[src/rtl/prq_pkg.sv]
// Package for the priority run queue scheduler.
// Holds action codes, widths and the sequencer state type; no dependencies.
package prq_pkg;

    localparam int NumThreadsDef = 16;
    localparam int NumPrioDef    = 32;
    localparam int TidW          = 4;
    localparam int PrioW         = 5;
    localparam int SliceW        = 8;
    localparam int ActW          = 3;
    localparam logic [SliceW-1:0] QuantumReset = 8'd5;
    localparam logic [PrioW-1:0]  LowestUserPrio = 5'd1;

    localparam logic [ActW-1:0] ACT_MAKE_READY = 3'd0;
    localparam logic [ActW-1:0] ACT_TICK       = 3'd1;
    localparam logic [ActW-1:0] ACT_PREEMPT    = 3'd2;
    localparam logic [ActW-1:0] ACT_YIELD      = 3'd3;
    localparam logic [ActW-1:0] ACT_LEAVE      = 3'd4;
    localparam logic [ActW-1:0] ACT_SET_PRIO   = 3'd5;

    typedef enum logic [5:0] {
        ST_IDLE  = 6'b000001,
        ST_ENQ   = 6'b000010,
        ST_SCAN  = 6'b000100,
        ST_POP   = 6'b001000,
        ST_SEL   = 6'b010000,
        ST_OUT   = 6'b100000
    } state_t;

endpackage

[src/rtl/prq_prio_scan.sv]
// Highest-set-bit search over the nonempty bitmap, one bit per cycle.
// Depends on prq_pkg.
module prq_prio_scan
    import prq_pkg::*;
#(
    parameter int NUM_PRIO_LEVELS = NumPrioDef
) (
    input  logic                       aclk,
    input  logic                       aresetn,
    input  logic                       start,
    input  logic [NUM_PRIO_LEVELS-1:0] bitmap,
    output logic                       done,
    output logic                       found,
    output logic [PrioW-1:0]           level
);
    logic [PrioW-1:0] idx_reg, idx_next;
    logic             busy_reg, busy_next;
    logic             done_reg, done_next;
    logic             found_reg, found_next;

    always_comb begin
        idx_next   = idx_reg;
        busy_next  = busy_reg;
        done_next  = 1'b0;
        found_next = found_reg;
        if (start) begin
            idx_next  = PrioW'(NUM_PRIO_LEVELS - 1);
            busy_next = 1'b1;
        end else if (busy_reg) begin
            if (bitmap[idx_reg]) begin
                busy_next = 1'b0; done_next = 1'b1; found_next = 1'b1;
            end else if (idx_reg == '0) begin
                busy_next = 1'b0; done_next = 1'b1; found_next = 1'b0;
            end else begin
                idx_next = idx_reg - 1'b1;
            end
        end
    end

    always_ff @(posedge aclk) begin
        if (!aresetn) begin
            busy_reg <= 1'b0; done_reg <= 1'b0; found_reg <= 1'b0; idx_reg <= '0;
        end else begin
            busy_reg <= busy_next; done_reg <= done_next;
            found_reg <= found_next; idx_reg <= idx_next;
        end
    end

    assign done  = done_reg;
    assign found = found_reg;
    assign level = idx_reg;
endmodule

[src/rtl/priority_run_queue_scheduler_core.sv]
// Each item passes through ST_ENQ and ST_OUT; one that reschedules also passes through
// ST_SCAN, ST_POP (only when a level is found) and ST_SEL in between, and the bitmap scan
// advances one level per cycle.
// The result waits in an output register; the next item is accepted once it is taken.
// Reset (aresetn low, synchronous) clears the bitmap and slices and makes idle run.
// Top level of the priority run queue scheduler; depends on prq_pkg, prq_prio_scan.
module priority_run_queue_scheduler_core
    import prq_pkg::*;
#(
    parameter int NUM_THREADS     = NumThreadsDef,
    parameter int NUM_PRIO_LEVELS = NumPrioDef
) (
    input  logic        aclk,
    input  logic        aresetn,
    input  logic        cfg_valid,
    output logic        cfg_ready,
    input  logic [7:0]  cfg_data,
    input  logic        s_tvalid,
    output logic        s_tready,
    input  logic [15:0] s_tdata,  // action[2:0], thread_id[6:3], priority_req[11:7]
    output logic        m_tvalid,
    input  logic        m_tready,
    output logic [15:0] m_tdata   // running_id[3:0], running_is_idle[4], switched[5],
                                  // resched_request[6], quantum_left[14:7]
);
    localparam int TW = $clog2(NUM_THREADS);
    localparam int QW = $clog2(NUM_PRIO_LEVELS);

    state_t state_reg, state_next;
    logic [SliceW-1:0] quantum_reg;
    logic [NUM_PRIO_LEVELS-1:0] bitmap_reg;
    logic [TW-1:0] head_reg [NUM_PRIO_LEVELS];
    logic [TW-1:0] tail_reg [NUM_PRIO_LEVELS];
    logic [TW-1:0] link_reg [NUM_THREADS];
    logic [PrioW-1:0] tprio_reg [NUM_THREADS];
    logic [SliceW-1:0] slice_reg [NUM_THREADS];
    logic [TW-1:0] cur_reg;
    logic idle_reg;
    logic [SliceW-1:0] idle_slice_reg;
    logic [ActW-1:0] act_reg;
    logic [TW-1:0] ent_reg;
    logic ent_head_reg, sched_reg, sw_reg, req_reg;
    logic [TW-1:0] pick_reg;
    logic [15:0] out_reg;
    logic out_valid_reg;

    logic scan_start, scan_done, scan_found;
    logic [PrioW-1:0] scan_level;
    logic [QW-1:0] lvl, eq;
    logic [PrioW-1:0] p_in, p_set;
    logic [ActW-1:0] a_in;
    logic [TidW-1:0] t_in;

    assign a_in = s_tdata[2:0];
    assign t_in = s_tdata[6:3];
    assign p_in = s_tdata[11:7];
    assign lvl  = scan_level[QW-1:0];
    assign eq   = tprio_reg[ent_reg][QW-1:0];
    assign cfg_ready = (state_reg == ST_IDLE);
    assign s_tready  = (state_reg == ST_IDLE) && !out_valid_reg;
    assign m_tvalid  = out_valid_reg;
    assign m_tdata   = out_reg;
    assign scan_start = (state_reg == ST_ENQ) && sched_reg;

    always_comb begin
        p_set = (p_in < LowestUserPrio) ? LowestUserPrio : p_in;
        if (32'(p_set) > NUM_PRIO_LEVELS - 1) p_set = PrioW'(NUM_PRIO_LEVELS - 1);
    end

    prq_prio_scan #(.NUM_PRIO_LEVELS(NUM_PRIO_LEVELS)) u_scan (
        .aclk(aclk), .aresetn(aresetn), .start(scan_start), .bitmap(bitmap_reg),
        .done(scan_done), .found(scan_found), .level(scan_level)
    );

    always_comb begin
        state_next = state_reg;
        unique case (state_reg)
            ST_IDLE: if (s_tvalid && s_tready) state_next = ST_ENQ;
            ST_ENQ:  state_next = sched_reg ? ST_SCAN : ST_OUT;
            ST_SCAN: if (scan_done) state_next = scan_found ? ST_POP : ST_SEL;
            ST_POP:  state_next = ST_SEL;
            ST_SEL:  state_next = ST_OUT;
            ST_OUT:  state_next = ST_IDLE;
            default: state_next = ST_IDLE;
        endcase
    end

    always_ff @(posedge aclk) begin
        if (!aresetn) begin
            state_reg <= ST_IDLE;
            quantum_reg <= QuantumReset;
            bitmap_reg <= '0;
            cur_reg <= '0;
            idle_reg <= 1'b1;
            idle_slice_reg <= '0;
            out_valid_reg <= 1'b0;
            sched_reg <= 1'b0;
            for (int i = 0; i < NUM_THREADS; i++) slice_reg[i] <= '0;
        end else begin
            state_reg <= state_next;
            if (cfg_valid && cfg_ready) quantum_reg <= cfg_data;
            if (m_tvalid && m_tready) out_valid_reg <= 1'b0;
            unique case (state_reg)
                ST_IDLE: if (s_tvalid && s_tready) begin
                    act_reg <= a_in;
                    sw_reg <= 1'b0; req_reg <= 1'b0;
                    sched_reg <= 1'b0;
                    ent_head_reg <= 1'b0;
                    ent_reg <= cur_reg;
                    case (a_in)
                        ACT_MAKE_READY: if (32'(t_in) < NUM_THREADS) begin
                            ent_reg <= t_in[TW-1:0];
                            tprio_reg[t_in[TW-1:0]] <=
                                (32'(p_in) > NUM_PRIO_LEVELS - 1) ?
                                PrioW'(NUM_PRIO_LEVELS - 1) : p_in;
                            ent_head_reg <= 1'b1;
                        end
                        ACT_TICK: begin
                            if (idle_reg) begin
                                if (idle_slice_reg != 0) idle_slice_reg <= idle_slice_reg - 1'b1;
                                req_reg <= (idle_slice_reg <= 1);
                            end else begin
                                if (slice_reg[cur_reg] != 0)
                                    slice_reg[cur_reg] <= slice_reg[cur_reg] - 1'b1;
                                req_reg <= (slice_reg[cur_reg] <= 1);
                            end
                        end
                        ACT_PREEMPT: begin
                            sched_reg <= 1'b1;
                            ent_head_reg <= !idle_reg && (slice_reg[cur_reg] != 0);
                        end
                        ACT_YIELD: begin
                            sched_reg <= 1'b1;
                            if (idle_reg) idle_slice_reg <= '0;
                            else slice_reg[cur_reg] <= '0;
                        end
                        ACT_LEAVE: sched_reg <= 1'b1;
                        ACT_SET_PRIO: begin
                            sched_reg <= 1'b1;
                            ent_head_reg <= 1'b1;
                            if (!idle_reg) tprio_reg[cur_reg] <= p_set;
                        end
                        default: ;
                    endcase
                end
                ST_ENQ: begin
                    if ((act_reg == ACT_MAKE_READY && ent_head_reg) ||
                        (!idle_reg && (act_reg == ACT_PREEMPT || act_reg == ACT_YIELD ||
                                       act_reg == ACT_SET_PRIO))) begin
                        if (!bitmap_reg[eq]) begin
                            head_reg[eq] <= ent_reg;
                            tail_reg[eq] <= ent_reg;
                            bitmap_reg[eq] <= 1'b1;
                        end else if (ent_head_reg) begin
                            link_reg[ent_reg] <= head_reg[eq];
                            head_reg[eq] <= ent_reg;
                        end else begin
                            link_reg[tail_reg[eq]] <= ent_reg;
                            tail_reg[eq] <= ent_reg;
                        end
                    end
                end
                ST_SCAN: ;
                ST_POP: begin
                    pick_reg <= head_reg[lvl];
                    if (head_reg[lvl] == tail_reg[lvl]) bitmap_reg[lvl] <= 1'b0;
                    else head_reg[lvl] <= link_reg[head_reg[lvl]];
                end
                ST_SEL: begin
                    if (!scan_found) begin
                        if (!idle_reg) begin
                            sw_reg <= 1'b1;
                            idle_reg <= 1'b1;
                            cur_reg <= '0;
                            if (idle_slice_reg == 0) idle_slice_reg <= quantum_reg;
                        end
                    end else if (idle_reg || pick_reg != cur_reg) begin
                        sw_reg <= 1'b1;
                        idle_reg <= 1'b0;
                        cur_reg <= pick_reg;
                        if (slice_reg[pick_reg] == 0) slice_reg[pick_reg] <= quantum_reg;
                    end
                end
                ST_OUT: begin
                    out_valid_reg <= 1'b1;
                    out_reg <= {1'b0, (idle_reg ? idle_slice_reg : slice_reg[cur_reg]),
                                req_reg, sw_reg, idle_reg,
                                (idle_reg ? 4'd0 : 4'(cur_reg))};
                end
                default: ;
            endcase
        end
    end
endmodule

[config.mk]
export PLATFORM = sky130hd
export DESIGN_NAME = priority_run_queue_scheduler_core
export DESIGN_NICKNAME = d
export VERILOG_FILES = /design/src/rtl/prq_pkg.sv /design/src/rtl/prq_prio_scan.sv /design/src/rtl/priority_run_queue_scheduler_core.sv
export SDC_FILE = /design/constraint.sdc
export NUM_CORES = 1
export LEC_CHECK = 0
export ABC_CLOCK_PERIOD_IN_PS = 7200
export BUFFER_PORTS_ARGS = -buffer_cell sky130_fd_sc_hd__buf_4
export CAP_MARGIN = 20
export CORE_MARGIN = 2
export CORE_UTILIZATION = 40
export DETAILED_ROUTE_END_ITERATION = 8
export GPL_TIMING_DRIVEN = 1
export SLEW_MARGIN = 20
export SYNTH_ARGS = -nofsm -noshare
export SYNTH_HDL_FRONTEND = slang
export SYNTH_HIERARCHICAL = 1
export SYNTH_SLANG_ARGS = --single-unit
[constraint.sdc]
create_clock -name aclk -period 7.2 [get_ports aclk]
set_input_delay 1.08 -clock aclk [delete_from_list [all_inputs] [get_ports aclk]]
set_output_delay 1.08 -clock aclk [all_outputs]
set_load 0.05 [all_outputs]
==> results.ini <==
[clock_network]
htree_num_levels = 3
cts_setup_buffers = 0
tritoncts = built
worstSkewPairLatency_ns = 0.64
cts.repair.resized = 0
clk_pin_slew_worst_paths_ns = 0.06
max-clock-path-buffers = 3
clock-root-buffer = clkbuf_16
numClockSinks = 638
cts_hold_buf = 0
numCtsBuffers = 71

[place]
buffer_ports.inserted = 42
post-place-cells = 3445
hpwlAfterDp_um = 59050
globalplace.congestion = 0.8959
pre_cts_ws_ns = 1.636

[worst_setup_path]
path_common_cell = buf_4
required_ns = 7.48
crit_type = reg2reg
endpoint_of_the_worst_slack_reg_to_reg_timing_path = head_reg[16][1]$_DFFE_PP_
worstPathBufferInverterCount = 3
path_cells = buf_4 -> nor3b_2 -> a22oi_2 -> nand4_4 -> buf_4 -> xor2_1 -> nor4_4 -> nor2_2 -> buf_4 -> o21ai_1 -> or2_1 -> or3_1 -> nor2_1
reg2regPathDepth = 13
worstSetupStartpointType = flip-flop
ff2ff_setup_slack_ns = 1.54
largest_delay_contributor_family_on_the_critical_path = simple AND/OR/NAND/NOR gates
cp-end-kind = flip-flop
crit_path_max_incr_delay_ns = 0.85
cp_data_arrival_time_ns = 5.94
worst_path_max_delay_cell = nor3b_2
crit_path_max_fanout = 35
r2r_start = u_scan/level[2]$_SDFFE_PN0P_

[layout]
final_common_cell = edfxtp_1
antenna_cells = 0
layout.nets = 2514
mostFrequentLayoutCells = edfxtp_1 (557), nor2_1 (279), nand2_1 (267), mux4_2 (122), nand3_1 (106)
syn_to_final_growth_pct = 11.50
post_route_cells_drive_above_1_share_pct = 17.32
finish.cell_count_without_fillers = 3575

[hold_path]
timing.hold.worst_path_depth = 0
hold_path_class = reg2reg
holdCritStartpoint = req_reg$_SDFFCE_PP0P_
timing.hold.worst_endpoint = m_tdata[6]$_DFFE_PP_

[logic_synthesis]
postSynthAreaPerCell_um2 = 12.61
postSynth.asyncResetShare_pct = 0
primary_flip_flop_cell_chosen_by_synthesis_mapping = edfxtp_1
post_synth_main_area_contributors = edfxtp_1 (54%), mux4_2 (8.8%), dfxtp_1 (5.2%)
synth_top_area_cell = edfxtp_1
synth_top_cell_area_share_pct = 53.58
synth-warning-count = 6
distinct_cell_type_count_of_the_synthesized_netlist = 101
synth_area_mm2 = 0.03122
synth_edf_count = 557
ys_ff_latch = 638
synth-seq-area-share_pct = 58.78
synth_fp_nets = 2511
syn_inst = 2476

[global_routing]
globalRouteOverflowTotal = 0
first_global_vias = 21150
maximum_number_of_pins_on_one_net_before_global_route_repair = 71
grt.total_usage_pct = 21.59
wire_length_of_the_first_global_routing_pass_um = 132900
antenna_violations_before_repair = 0

[timing]
rsz_0062_raised_after_global_routing = false
relSlewSlack_pct = 29.18
postLayoutSetupSlackWorst_ns = 1.541
hold_slack_ns = 0.4245
period_minus_slack_ns = 5.659
tns_ns = 0
fin_crit_sh_pct = 78.60
maxSlewViolCount = 0
hold_viol_final = 0
achievable-frequency_ghz = 0.1767
worst_clk_skew_ns = 0.04712
max_slew.worst_pin.slew_ns = 1.058
number_of_setup_violations_in_the_final_report = 0

[floorplan]
start_util_pct = 40.36
dieArea_mm2 = 0.08029
placeableCoreArea_mm2 = 0.07734
die_height_um = 283.4
top_level_pins = 48
die_width_um = 283.4
total_number_of_placement_rows = 102

[status]
status = finished clean

[power_and_ir_drop]
p_int_mw = 6.630
sw_frac_of_total_pct = 26.17
switching_power_mw = 2.350
irDropWorstVdd_mv = 0.1913
p_comb_share_pct = 12.4
share_seq_of_total_power_pct = 46.5
totalPowerFinal_mw = 8.980
clkPwrFrac_pct = 41.1
power_density_mw_per_mm2 = 258.0
cellLeakagePower_nw = 11.48

[routing]
detail_route.first_pass.iterations = 7
via_count = 21550
wl_per_cell_um = 24.70
initialDrtViolationCount = 2509
detail_route.drc_violations = 0
wl_um = 88300
via_per_inst = 6.029
ant_nets = 0

[run]
timing.max_cap.violations = 0

cells by family after synthesis:
group	after synthesis	share of synthesized area, %
xor+xnor	18	0.5051
compound gates	385	8.622
fa+ha+maj	6	0.2405
buf+inv	189	3.022
other cells	1	0.01201
simple gates	976	15.27
mux	263	13.55
flops	638	58.78
power by group through the flow:
stage	sequential, mW	clock [mW]	combinational [mW]
3_5_place_dp	4.25	0	1.08
6_report	4.17	3.70	1.11
5_1_grt	4.18	3.90	1.18
2_1_floorplan	4.23	0	0.730
3_3_place_gp	4.25	0	1.07
4_1_cts	4.18	3.75	1.09
per-layer routing:
metal	up-vias	track usage (%)	part of all wire, %
li1	9467	-	-
met1	10800	29.75	42
met2	1121	34.64	47
met3	163	3.833	8.7
met4	0	7.116	2.8
met5	-	0	0
worst max-delay path by stage:
stage / slack [ns] / to / startpoint / cells past startpoint
global placement: 1.47 / link_reg[9][1]$_DFFE_PP_ / flip-flop / 12
detailed placement: 1.64 / head_reg[16][0]$_DFFE_PP_ / u_scan/level[2]$_SDFFE_PN0P_ / 13
finish: 1.54 / head_reg[16][1]$_DFFE_PP_ / u_scan/level[2]$_SDFFE_PN0P_ / 13
global route: 1.25 / head_reg[16][0]$_DFFE_PP_ / u_scan/level[2]$_SDFFE_PN0P_ / 13
floorplan: 2.77 / head_reg[0][0]$_DFFE_PP_ / u_scan/level[1]$_SDFFE_PN0P_ / 11
CTS: 1.65 / head_reg[16][1]$_DFFE_PP_ / u_scan/level[2]$_SDFFE_PN0P_ / 13
cells in the mapped netlist, drive strengths merged (15+ instances only):
library cell / number
nor3: 69
mux2i: 90
mux2: 51
clkbuf: 81
mux4: 122
nor2b: 32
and2: 27
a31oi: 29
nand4: 15
nor4: 47
a21oi: 69
and3: 29
edfxtp: 557
dfxtp: 81
nand3: 106
a22oi: 51
inv: 23
buf: 84
nor3b: 17
o21ai: 104
nand2: 270
a211oi: 30
nand2b: 21
o211ai: 16
nor2: 283
area by class of cell:
class / instances / area [um^2]
clock buffer: 87 / 1858
clock inverter: 42 / 511.7
fill: 7047 / 42530
inverter: 24 / 90.09
multi-input combinational: 1649 / 11950
sequential: 638 / 18360
tap: 1040 / 1301
timing repair buffer: 95 / 733.2
per-stage QoR:
| stage | cell area (um^2) | utilization (%) |
|---|---|---|
| 6_report | 34810 | 45.01 |
| 5_1_grt | 34810 | 45.01 |
| 3_5_place_dp | 32420 | 41.92 |
| 4_1_cts | 34790 | 44.98 |
| 3_3_place_gp | 32410 | 41.91 |
| 2_1_floorplan | 31220 | - |
Note: power is estimated with default switching activity, not from simulation.
